[src/sv/smt_pkg.sv]
// Shared types, codes and constants for the station MAC table.
package smt_pkg;

    // Fixed field widths of the request and result ports.
    localparam int KIND_W          = 2;
    localparam int MAC_W           = 48;
    localparam int IP_W            = 32;
    localparam int TIME_W          = 32;
    localparam int STATUS_W        = 2;
    localparam int SLOT_INDEX_W    = 3;
    localparam int STATION_TOTAL_W = 4;
    localparam int MAX_STATIONS_W  = 4;

    // Default table depth and the reset value of the slot limit register.
    localparam int TABLE_SLOTS_DEFAULT = 8;
    localparam logic [MAX_STATIONS_W-1:0] MAX_STATIONS_RESET = 4'd8;

    // Request operation codes.
    typedef enum logic [KIND_W-1:0] {
        KIND_ADD    = 2'd0,
        KIND_DELETE = 2'd1,
        KIND_SET_IP = 2'd2
    } kind_t;

    // Result status codes.
    typedef enum logic [STATUS_W-1:0] {
        STAT_DONE      = 2'd0,
        STAT_FULL      = 2'd1,
        STAT_NOT_FOUND = 2'd2,
        STAT_ZERO_MAC  = 2'd3
    } status_t;

    // Sequencer states.
    typedef enum logic [1:0] {
        FSM_IDLE,
        FSM_SCAN,
        FSM_UPDATE
    } fsm_t;

    // One table entry as stored in the RAM.
    typedef struct packed {
        logic [MAC_W-1:0]  mac;
        logic [IP_W-1:0]   ip;
        logic [TIME_W-1:0] connect_time;
    } entry_t;

    localparam int ENTRY_W = $bits(entry_t);

endpackage

[src/sv/smt_ram.sv]
// Generic single-port-write, single-port-read RAM with registered read data.
module smt_ram #(
    parameter int WIDTH = 8,
    parameter int DEPTH = 8
) (
    input  logic                                  clk,
    input  logic                                  we,
    input  logic [(DEPTH > 1 ? $clog2(DEPTH) : 1)-1:0] waddr,
    input  logic [WIDTH-1:0]                      wdata,
    input  logic [(DEPTH > 1 ? $clog2(DEPTH) : 1)-1:0] raddr,
    output logic [WIDTH-1:0]                      rdata
);

    logic [WIDTH-1:0] mem [DEPTH];
    logic [WIDTH-1:0] rdata_reg;

    // Write port and registered read port.
    always_ff @(posedge clk)
    begin
        if (we)
        begin
            mem[waddr] <= wdata;
        end
        rdata_reg <= mem[raddr];
    end

    assign rdata = rdata_reg;

endmodule

[src/sv/station_mac_table_top.sv]
// Station MAC table: top level with the search and update sequencer.
//
// Usage: a request is taken at a rising edge where start is high and busy is
// low. It carries kind (add, delete, set IP), station_mac, ip_address and
// time_now. Each request yields exactly one result on status, slot_index and
// station_total, shown for one cycle while done is high; the receiver cannot
// hold a result off, so it must sample it in that cycle.
// A zero MAC or an unused kind is answered in the next cycle without
// raising busy. Any other request scans the table RAM one slot per cycle,
// pipelined against its registered read data, over min(max_stations,
// TABLE_SLOTS) slots; it ends with done after the update on a hit, or once
// every slot in range is checked. The scan uses the single RAM read port,
// and one request is handled at a time.
// The slot limit is written through max_stations_we and max_stations_wdata;
// the user must write it only while the block is idle, as the block itself
// does not enforce this. Reset empties every slot at once through per-slot
// valid flags, clears the count and sets the limit to eight; no clearing pass.
module station_mac_table_top #(
    parameter int TABLE_SLOTS = smt_pkg::TABLE_SLOTS_DEFAULT
) (
    input  logic                                  clk,
    input  logic                                  rst_n,
    // Configuration write port.
    input  logic                                  max_stations_we,
    input  logic [smt_pkg::MAX_STATIONS_W-1:0]    max_stations_wdata,
    // Request channel.
    input  logic                                  start,
    output logic                                  busy,
    input  logic [smt_pkg::KIND_W-1:0]            kind,
    input  logic [smt_pkg::MAC_W-1:0]             station_mac,
    input  logic [smt_pkg::IP_W-1:0]              ip_address,
    input  logic [smt_pkg::TIME_W-1:0]            time_now,
    // Result channel.
    output logic                                  done,
    output logic [smt_pkg::STATUS_W-1:0]          status,
    output logic [smt_pkg::SLOT_INDEX_W-1:0]      slot_index,
    output logic [smt_pkg::STATION_TOTAL_W-1:0]   station_total
);

    import smt_pkg::*;

    localparam int IDX_W = (TABLE_SLOTS > 1) ? $clog2(TABLE_SLOTS) : 1;
    localparam int CNT_W = $clog2(TABLE_SLOTS + 1);

    // Sequencer and request registers.
    fsm_t                  state_reg, state_next;
    logic [CNT_W-1:0]      idx_reg, idx_next;
    logic                  cmp_valid_reg, cmp_valid_next;
    logic [IDX_W-1:0]      cmp_idx_reg, cmp_idx_next;
    logic [IDX_W-1:0]      slot_reg, slot_next;
    entry_t                held_reg, held_next;
    kind_t                 kind_reg, kind_next;
    logic [MAC_W-1:0]      mac_reg, mac_next;
    logic [IP_W-1:0]       ip_reg, ip_next;
    logic [TIME_W-1:0]     time_reg, time_next;

    // Table control state.
    logic [TABLE_SLOTS-1:0]    valid_reg, valid_next;
    logic [CNT_W-1:0]          count_reg, count_next;
    logic [MAX_STATIONS_W-1:0] max_stations_reg;

    // Result registers.
    logic                  done_reg, done_next;
    status_t               status_reg, status_next;
    logic [IDX_W-1:0]      slot_out_reg, slot_out_next;
    logic [CNT_W-1:0]      total_reg, total_next;

    // RAM interface.
    logic                  ram_we;
    logic [IDX_W-1:0]      ram_waddr;
    entry_t                ram_wdata;
    logic [ENTRY_W-1:0]    ram_rdata;
    entry_t                rd_entry;

    logic [CNT_W-1:0]      limit;
    logic                  entry_hit;

    smt_ram #(
        .WIDTH (ENTRY_W),
        .DEPTH (TABLE_SLOTS)
    ) u_ram (
        .clk   (clk),
        .we    (ram_we),
        .waddr (ram_waddr),
        .wdata (ram_wdata),
        .raddr (idx_reg[IDX_W-1:0]),
        .rdata (ram_rdata)
    );

    assign rd_entry = entry_t'(ram_rdata);

    // Slots searched: the configured limit, capped at the table depth.
    always_comb
    begin
        if (32'(max_stations_reg) > 32'(TABLE_SLOTS))
        begin
            limit = CNT_W'(TABLE_SLOTS);
        end
        else
        begin
            limit = CNT_W'(max_stations_reg);
        end
    end

    // An add looks for an empty slot; delete and set IP look for the MAC.
    always_comb
    begin
        if (kind_reg == KIND_ADD)
        begin
            entry_hit = !valid_reg[cmp_idx_reg];
        end
        else
        begin
            entry_hit = valid_reg[cmp_idx_reg] && (rd_entry.mac == mac_reg);
        end
    end

    // Configuration register.
    always_ff @(posedge clk or negedge rst_n)
    begin
        if (!rst_n)
        begin
            max_stations_reg <= MAX_STATIONS_RESET;
        end
        else if (max_stations_we)
        begin
            max_stations_reg <= max_stations_wdata;
        end
    end

    // Control registers.
    always_ff @(posedge clk or negedge rst_n)
    begin
        if (!rst_n)
        begin
            state_reg     <= FSM_IDLE;
            cmp_valid_reg <= 1'b0;
            valid_reg     <= '0;
            count_reg     <= '0;
            done_reg      <= 1'b0;
        end
        else
        begin
            state_reg     <= state_next;
            cmp_valid_reg <= cmp_valid_next;
            valid_reg     <= valid_next;
            count_reg     <= count_next;
            done_reg      <= done_next;
        end
    end

    // Payload registers.
    always_ff @(posedge clk)
    begin
        idx_reg      <= idx_next;
        cmp_idx_reg  <= cmp_idx_next;
        slot_reg     <= slot_next;
        held_reg     <= held_next;
        kind_reg     <= kind_next;
        mac_reg      <= mac_next;
        ip_reg       <= ip_next;
        time_reg     <= time_next;
        status_reg   <= status_next;
        slot_out_reg <= slot_out_next;
        total_reg    <= total_next;
    end

    // Next state, table updates and results.
    always_comb
    begin
        state_next     = state_reg;
        idx_next       = idx_reg;
        cmp_valid_next = 1'b0;
        cmp_idx_next   = cmp_idx_reg;
        slot_next      = slot_reg;
        held_next      = held_reg;
        kind_next      = kind_reg;
        mac_next       = mac_reg;
        ip_next        = ip_reg;
        time_next      = time_reg;
        valid_next     = valid_reg;
        count_next     = count_reg;
        done_next      = 1'b0;
        status_next    = status_reg;
        slot_out_next  = slot_out_reg;
        total_next     = total_reg;
        ram_we         = 1'b0;
        ram_waddr      = slot_reg;
        ram_wdata      = '0;

        unique case (state_reg)
            FSM_IDLE:
            begin
                if (start)
                begin
                    kind_next = kind_t'(kind);
                    mac_next  = station_mac;
                    ip_next   = ip_address;
                    time_next = time_now;
                    idx_next  = '0;
                    if (station_mac == '0)
                    begin
                        done_next     = 1'b1;
                        status_next   = STAT_ZERO_MAC;
                        slot_out_next = '0;
                        total_next    = count_reg;
                    end
                    else if ((kind == KIND_ADD) || (kind == KIND_DELETE) ||
                             (kind == KIND_SET_IP))
                    begin
                        state_next = FSM_SCAN;
                    end
                    else
                    begin
                        done_next     = 1'b1;
                        status_next   = STAT_NOT_FOUND;
                        slot_out_next = '0;
                        total_next    = count_reg;
                    end
                end
            end

            FSM_SCAN:
            begin
                if (cmp_valid_reg && entry_hit)
                begin
                    // Hit on the slot whose data just came out of the RAM.
                    slot_next  = cmp_idx_reg;
                    held_next  = rd_entry;
                    state_next = FSM_UPDATE;
                end
                else if (idx_reg < limit)
                begin
                    // Issue the next slot read.
                    cmp_valid_next = 1'b1;
                    cmp_idx_next   = idx_reg[IDX_W-1:0];
                    idx_next       = idx_reg + CNT_W'(1);
                end
                else
                begin
                    // Every slot in range checked without a hit.
                    done_next     = 1'b1;
                    status_next   = (kind_reg == KIND_ADD) ? STAT_FULL : STAT_NOT_FOUND;
                    slot_out_next = '0;
                    total_next    = count_reg;
                    state_next    = FSM_IDLE;
                end
            end

            FSM_UPDATE:
            begin
                ram_we    = 1'b1;
                ram_waddr = slot_reg;
                case (kind_reg)
                    KIND_ADD:
                    begin
                        ram_wdata.mac          = mac_reg;
                        ram_wdata.connect_time = time_reg;
                        valid_next[slot_reg]   = 1'b1;
                        count_next             = count_reg + CNT_W'(1);
                    end
                    KIND_DELETE:
                    begin
                        valid_next[slot_reg] = 1'b0;
                        if (count_reg != '0)
                        begin
                            count_next = count_reg - CNT_W'(1);
                        end
                    end
                    default:
                    begin
                        ram_wdata.mac          = held_reg.mac;
                        ram_wdata.ip           = ip_reg;
                        ram_wdata.connect_time = held_reg.connect_time;
                    end
                endcase
                done_next     = 1'b1;
                status_next   = STAT_DONE;
                slot_out_next = slot_reg;
                total_next    = count_next;
                state_next    = FSM_IDLE;
            end

            default:
            begin
                state_next = FSM_IDLE;
            end
        endcase
    end

    // Ports.
    assign busy          = (state_reg != FSM_IDLE);
    assign done          = done_reg;
    assign status        = status_reg;
    assign slot_index    = SLOT_INDEX_W'(slot_out_reg);
    assign station_total = STATION_TOTAL_W'(total_reg);

endmodule

[config.mk]
export PLATFORM = sky130hd
export DESIGN_NAME = station_mac_table_top
export DESIGN_NICKNAME = d
export VERILOG_FILES = /design/src/sv/smt_pkg.sv /design/src/sv/smt_ram.sv /design/src/sv/station_mac_table_top.sv
export SDC_FILE = /design/constraint.sdc
export NUM_CORES = 1
export LEC_CHECK = 0
export ABC_AREA = 1
export BUFFER_PORTS_ARGS = -buffer_cell sky130_fd_sc_hd__buf_2
export CAP_MARGIN = 30
export CORE_MARGIN = 5
export CORE_UTILIZATION = 55
export DETAILED_ROUTE_END_ITERATION = 6
export PLACE_DENSITY = 0.76
export SYNTH_ARGS = -nofsm -noshare
export SYNTH_HDL_FRONTEND = slang
export SYNTH_SLANG_ARGS = --single-unit
[constraint.sdc]
create_clock -name clk -period 3.3 [get_ports clk]
set_input_delay 0.165 -clock clk [delete_from_list [all_inputs] [get_ports clk]]
set_output_delay 0.165 -clock clk [all_outputs]
set_load 0.01 [all_outputs]
==> impl_summary.txt, run 1 <==
----------------------------------------------------
[Floorplan]
  Die Ht ... 211.8 µm
  Ports placed on the boundary ... 133
  Floorplan die area ... 44860 µm²
  Die W ... 211.8 µm
  Initial cell density of the core ... 55.23%
  Core Box Area ... 40550 µm²
  Row cnt ... 74

[Timing]
  Crit path time final ... 2636 ps
  Final number of setup-violating endpoints ... 0
  Final Hold Fails ... 0
  Tightest hold margin ... 61.51 ps
  Least-Margin Pin Slew ... 986.0 ps
  Number of max-slew violations in the final report ... 0
  Max frequency ... 379.3 MHz
  Worst clock skew ... 21.27 ps
  Final worst-path cycle share ... 79.89%
  Unrepaired setup endpoints after global routing ... false
  Sum of negative setup slack ... 0 ps
  Max-slew headroom ... 34.27%

[Power]
  Combinational power share ... 23.1%
  Internal Power ... 13.52 mW
  Clock share of power ... 31.1%
  VDD IR-drop max ... 0.0008207 V
  Overall power ... 19.73 mW
  Part of the power in registers ... 45.9%
  Static leakage ... 8.653 nW
  Proportion of total power due to net switching ... 31.48%
  Power density cells ... 765.8 nW/µm²
  Switching Power ... 6.211 mW

[Synth]
  Syn. warnings ... 0
  Sequential fraction of the synthesis area ... 73.70%
  Total of flip-flops plus latches after synthesis ... 569
  Async SR Flop Fraction ... 3.515%
  Synth Instances ... 1902
  Synthesized netlist net count ... 2034
  Synth Cell Area ... 22400 µm²
  Count of flip-flops with a built-in enable after synthesis ... 501
  Post-synth top flop ... edfxtp_1
  Number of library cell types mapped by synthesis ... 33
  Synthesized area divided by synthesized cell count ... 11.78 µm²

[Routing]
  Number of optimization iterations in the first detailed-route pass ... 6
  # DRC ... 0
  Detailed-route wire length per cell ... 19.84 µm
  Via total after detailed routing ... 14860
  Number of vias per cell after detailed routing ... 5.727
  DR iter-0 viols ... 1798
  Number of nets with antenna violations after routing ... 0
  Total routed wirelength ... 51480 µm

[Critical path]
  Req. time, crit path ... 3560 ps
  Critical path class ... input pin to register
  Startpoint kind of the worst setup timing path ... input pin
  CP Max Fanout ... 9
  Nature of the critical path endpoint ... register
  Worst reg2reg path depth ... 12
  Worst EP arrival ... 2890 ps
  Register-to-register setup slack ... 800 ps
  Startpoint of the worst register-to-register path ... mac_reg[33]$_DFFE_PP_
  Endpoint of the lowest-slack register-to-register path ... held_reg[74]$_DFFE_PP_

[Clock tree]
  CTS tree ... done
  Post-CTS Resized ... 0
  Clock-pin slew reported for the worst setup and hold paths after clock tree synthesis ... 60 ps
  CTS H-Tree Depth ... 2
  Clock network latency to the later pin of the worst-skew pair ... 600 ps
  Count of buffers added by post-CTS timing repair for setup ... 0
  Max Root-Sink Buffers ... 3
  CTS buffer count ... 55
  # hold bufs at CTS ... 60
  CTS root buf ... clkbuf_16
  Count of clock tree sinks ... 569

[Global routing]
  Congestion Overflow GR ... 0
  Global Route Usage Sum ... 22.88%
  First-pass GRT wire length ... 79610 µm
  Antenna violations before repair ... 0
  Via count of the first global-routing pass ... 14360
  Maximum number of pins on one net before global-route repair ... 197

[Run status]
  Status ... completed

[Placed design]
  Instance area after placement ... 23390 µm²
  Count of buffers from port buffering ... 68
  Routability cong. ... 0.7943
  DP HPWL ... 25590 µm

[Cells and area]
  Register containing the most flip-flops in the final layout ... u_ram.mem
  Filler cells ... 2924
  Synth-to-layout area growth ... 15.02%
  Ratio of cells with drive above 1 in the final layout ... 9.069%
  Post-layout net count ... 2149
  Final Cell Area ... 25760 µm²
  Antenna diode count ... 0
  Flip-flop count of the largest register, all copies and words added ... 384
  Share of the core filled with cells ... 63.52%

[Job]
  Max-Cap Viols ... 0

[Min path]
  Class of the worst hold path ... input pin to asynchronous set/reset pin

----------------------------------------------------
-- worst max-delay path, cell delays in order --
cell and delay, ps:
dlygate4sd3_1 530, buf_2 130, nor2_1 220, nand2_1 80, nor2_1 220, nand2_1 140
nor3_1 440, nand2_1 250, nand2_1 160, o21ai_0 80, nor3_1 130, nand2_1 70
inv_1 280
-- cell usage in the layout (no fill, tap or decap), types with 12 or more instances in the layout --
cell and n:
clkbuf_1 14, o21ai_0 214, clkbuf_16 57, nand2_1 263, nor2_1 437, o22ai_1 48, dfrtp_1 19, buf_12 15
nand3_1 12, a31oi_1 49, dlygate4sd3_1 60, a21oi_1 57, dfxtp_1 48, buf_2 68, inv_1 107, edfxtp_1 501
-- stage by stage --
step	setup WS (ps)	cells
4_1_cts	638.7	2594
3_5_place_dp	525.2	2432
6_report	663.6	2594
5_1_grt	532.2	2594
2_1_floorplan	-148.3	1902
3_3_place_gp	543.9	2432
-- cell usage after synthesis, types with 3 or more instances --
cell | count | area, µm²
edfxtp_1 | 501 | 15040
nand3_1 | 12 | 60.06
mux2_2 | 3 | 33.78
xor2_1 | 6 | 52.55
o21ai_0 | 214 | 1071
ha_1 | 10 | 125.1
nand4_1 | 5 | 31.28
nor3_1 | 5 | 25.02
buf_2 | 28 | 140.1
nand2_1 | 263 | 987.2
clkbuf_1 | 50 | 187.7
dfxtp_1 | 48 | 960.9
o22ai_1 | 48 | 300.3
a21oi_1 | 57 | 285.3
buf_4 | 8 | 60.06
dfrtp_1 | 19 | 475.5
nor2_1 | 445 | 1670
a31oi_1 | 49 | 306.5
inv_1 | 110 | 412.9
-- worst max path at each step --
| stage | startpoint | to |
|---|---|---|
| finish | station_mac[25] | station_total[3]$_DFFE_PP_ |
| global route | station_mac[25] | station_total[3]$_DFFE_PP_ |
| CTS | station_mac[25] | station_total[3]$_DFFE_PP_ |
| detailed placement | station_mac[25] | slot_index[2]$_SDFFCE_PN0P_ |
| global placement | station_mac[25] | slot_index[0]$_SDFFCE_PN0P_ |
| floorplan | state_reg[0]$_DFFE_PN0P_ | u_ram.mem[7][100]$_DFFE_PP_ |
-- per-layer routing --
metal | up-vias | track usage, % | part of all wire [%]
met2 | 630 | 37.63 | 49
met1 | 7269 | 31.22 | 40
met4 | 0 | 9.374 | 3.6
met5 | - | 0 | 0
met3 | 122 | 3.142 | 7.1
li1 | 6835 | - | -
-- final cells by class --
class	count	area [µm²]	share of cell area (%)
multi-input combinational	1131	5117	19.86
clock inverter	27	234.0	0.9082
inverter	112	424.2	1.647
sequential	569	16510	64.08
tap	532	665.6	2.584
clock buffer	75	1534	5.955
timing repair buffer	148	1279	4.964
-- power groups by stage --
| stage | registers [mW] | clock network, mW | logic (mW) |
|---|---|---|---|
| after floorplan | 9.07 | 0 | 3.20 |
| after global placement | 9.13 | 0 | 4.26 |
| after detailed placement | 9.18 | 0 | 4.43 |
| after CTS | 9.04 | 6.21 | 4.55 |
| after global routing | 9.11 | 6.53 | 5.08 |
| final | 9.05 | 6.13 | 4.55 |
-- cells by family after synthesis --
group / synth area share, %
flip-flops: 73.70
AND/OR/NAND/NOR: 12.61
adder cells (fa/ha/maj): 0.5586
XOR/XNOR: 0.3128
multiplexers: 0.1508
AO/OA/AOI/OAI: 8.921
buffers and inverters: 3.743
(Power assumes the default switching activity.)
==> run 2: changes to the inputs <==
clock period = 2.17 ns   (was 3.3 ns; I/O delays follow)
==> run 2 against run 1 <==
The flow now finishes with violations (setup timing). Routed wire length up 4.0%. Non-clock buffer count up 69. Total power increased by 54%. Clock skew decreased by 5.9 ps. Clock power rose by 45%. Register-to-register slack worse by 840 ps. Utilization rose by 2.0 points. Critical endpoint is now station_total[1]$_DFFE_PP_.
==> impl_summary.txt, run 2 (synthesized netlist as in run 1, its figures left out) <==
----------------------------------------------------
[Cells and area]
  Post-layout net count ... 2218 (+3.2%)
  Most frequent standard cell in the layout excluding fill and tap cells ... edfxtp_1
  Antenna diode count ... 0 (unchanged)
  Area occupied by multi-input gates ... 5214 µm² (+1.9%)
  Flip-flop count of the largest register, all copies and words added ... 384 (unchanged)
  Register containing the most flip-flops in the final layout ... u_ram.mem
  Share of the core filled with cells ... 65.49% (+2.0 points)
  Most frequent cells in the layout ... edfxtp_1 (501), nor2_1 (422), nand2_1 (253), o21ai_0 (212), inv_1 (102)
  Synth-to-layout area growth ... 18.58%
  Storage element area ... 16510 µm² (unchanged)
  Ratio of cells with drive above 1 in the final layout ... 13.53% (+4.5 points)
  Filler cells ... 2750 (-6.0%)

[Critical path]
  Cells traversed along the worst timing path ... dlygate4sd3_1 -> buf_2 -> nor2_2 -> nand2_2 -> nor2_2 -> buf_4 -> nand2_1 -> nor3_2 -> buf_4 -> nand2_2 -> nand2_2 -> o21ai_0 -> nor3_2 -> nand2_8 -> inv_8
  Master of the slowest instance on the critical path ... dlygate4sd3_1
  Nature of the critical path endpoint ... register
  Req. time, crit path ... 2470 ps (-1090 ps)
  Critical path buffer and inverter count ... 5 (+2)
  CP Max Fanout ... 5 (-4)
  Worst path most repeated cell ... nand2_2
  Startpoint kind of the worst setup timing path ... input pin
  CP delay by family, top ... simple AND/OR/NAND/NOR gates
  Longest individual stage delay on the worst path ... 530 ps (about the same)
  Critical path class ... input pin to register
  Worst EP arrival ... 2540 ps (-350 ps)

[Routing]
  # DRC ... 0 (unchanged)
  Via total after detailed routing ... 15200 (+2.3%)
  Detailed-route wire length per cell ... 20.12 µm (+1.4%)
  Total routed wirelength ... 53540 µm (+4.0%)
  Number of optimization iterations in the first detailed-route pass ... 6 (unchanged)
  Number of vias per cell after detailed routing ... 5.711 (-0.27%)
  DR iter-0 viols ... 1745 (-2.9%)
  Number of nets with antenna violations after routing ... 0 (unchanged)

[Min path]
  Class of the worst hold path ... input pin to asynchronous set/reset pin

[Clock tree]
  CTS buffer count ... 54 (-1.8%)
  Count of clock tree sinks ... 569 (unchanged)
  Clock-pin slew reported for the worst setup and hold paths after clock tree synthesis ... 60 ps (about the same)
  Max Root-Sink Buffers ... 3 (unchanged)
  CTS tree ... done
  Clock network latency to the later pin of the worst-skew pair ... 590 ps (about the same)
  CTS H-Tree Depth ... 2 (unchanged)
  CTS root buf ... clkbuf_16

[Job]
  Max-Cap Viols ... 0 (unchanged)

[Timing]
  Least-Margin Pin Slew ... 601.7 ps (-384.3 ps)
  Unrepaired setup endpoints after global routing ... true
  Max-slew headroom ... 59.89% (+26 points)
  Max frequency ... 447.8 MHz
  Crit path time final ... 2233 ps
  Number of max-slew violations in the final report ... 0 (unchanged)
  Final number of setup-violating endpoints ... 44 (+44)
  Sum of negative setup slack ... -1264 ps (-1264 ps)
  Final Hold Fails ... 0 (unchanged)
  Final worst-path cycle share ... 102.9%
  Worst clock skew ... 15.41 ps (-5.859 ps)
  Final setup margin ... -63.08 ps (-726.7 ps)
  Tightest hold margin ... 33.14 ps (-28.37 ps)

[Floorplan]
  Ports placed on the boundary ... 133 (unchanged)
  Row cnt ... 74 (unchanged)
  Initial cell density of the core ... 55.23% (unchanged)
  Floorplan die area ... 44860 µm² (unchanged)
  Core Box Area ... 40550 µm² (unchanged)
  Die W ... 211.8 µm (unchanged)
  Die Ht ... 211.8 µm (unchanged)

[Placed design]
  DP HPWL ... 29120 µm (+14%)
  Count of buffers from port buffering ... 68 (unchanged)
  Routability cong. ... 0.8124 (+2.3%)

[Power]
  Static leakage ... 9.059 nW (+4.7%)
  VDD IR-drop max ... 0.0007216 V (-12%)
  Power density cells ... 1142 nW/µm² (+49%)
  Overall power ... 30.33 mW (+54%)

[Global routing]
  Maximum number of pins on one net before global-route repair ... 85 (-57%)
  Global Route Usage Sum ... 23.45% (+0.57 points)
  Antenna violations before repair ... 0 (unchanged)
  Via count of the first global-routing pass ... 15090 (+5.1%)
  First-pass GRT wire length ... 81880 µm (+2.9%)
  Congestion Overflow GR ... 0 (unchanged)

[Run status]
  Status ... complete, but fails checks
  Failing checks ... setup timing

----------------------------------------------------
## run 2: cell types whose count changed in the layout (fill, tap and decap cells not counted), sizes merged
cell	previous run	this run
inv	112	114
bufinv	4	2
clkbuf	75	69
buf	88	156
clkinvlp	3	2
clkinv	20	26
## run 2: worst paths after layout
path	startpoint	end	slack, ps	depth (start not counted)
setup reg to reg	mac_reg[10]$_DFFE_PP_	held_reg[97]$_DFFE_PP_	-40	13
hold reg to reg	u_ram.rdata[95]$_DFF_P_	held_reg[95]$_DFFE_PP_	460	0
setup / recovery	station_mac[29]	station_total[1]$_DFFE_PP_	-60	15
min in group clk	start	mac_reg[12]$_DFFE_PP_	50	3
hold / removal	rst_n	done$_DFF_PN0_	30	2
max in group asynchronous	rst_n	max_stations_reg[3]$_DFFE_PN1P_	1780	2
## run 2: metal layers
| metal | track usage (%) | up-vias | part of all wire [%] |
|---|---|---|---|
| met5 | 0 | - | 0 |
| li1 | - | 6986 | - |
| met4 | 8.596 | 0 | 2.9 |
| met1 | 31.11 | 7352 | 39 |
| met2 | 39.75 | 746 | 50 |
| met3 | 3.571 | 114 | 8.0 |
## run 2: report_power, final
| part | total [mW] | internal [mW] | switching, mW |
|---|---|---|---|
| combinational | 7.74 | 2.47 | 5.26 |
| sequential | 13.7 | 13.1 | 0.612 |
| clock | 8.89 | 5.00 | 3.89 |
| total | 30.3 | 20.6 | 9.76 |
## run 2: metrics by stage
stage          worst slack (ps)  std cells  instance area [µm²]
2_1_floorplan            -477.0       1902                22440
3_3_place_gp             -65.19       2493                24030
3_5_place_dp             -156.3       2493                24030
4_1_cts                  -8.940       2655                26380
5_1_grt                  -140.7       2661                26560
6_report                 -63.08       2661                26560
## run 2: what timing repair did
action | CTS | global route
resized for setup | 11 | 39
pin swaps | 7 | 11
hold buffers | 60 | 0
buffers inserted | 3 | 5
endpoints found under the hold margin | 75 | 0
cloned | 2 | 2
setup endpoints to repair | 65 | 69
## run 2: cell type report
class                      instances  area share [%]
tap                              532           2.506
inverter                         112           1.677
timing repair inverter             1         0.03298
timing repair buffer             217           7.721
clock buffer                      68           5.517
multi-input combinational       1131           19.63
sequential                       569           62.15
clock inverter                    31          0.7632
## run 2: worst reg2reg max path, stage by stage, from the launching register on
cell and delay (ps):
edfxtp_1 430, nand2_1 120, nand2_1 50, nor2_1 80, nand2_1 100, nor2_2 170, nand2_1 100, nor2_2 130
nand2_1 80, nand2_2 60, nand2_2 60, nor2_4 190, buf_4 180, clkbuf_16 160
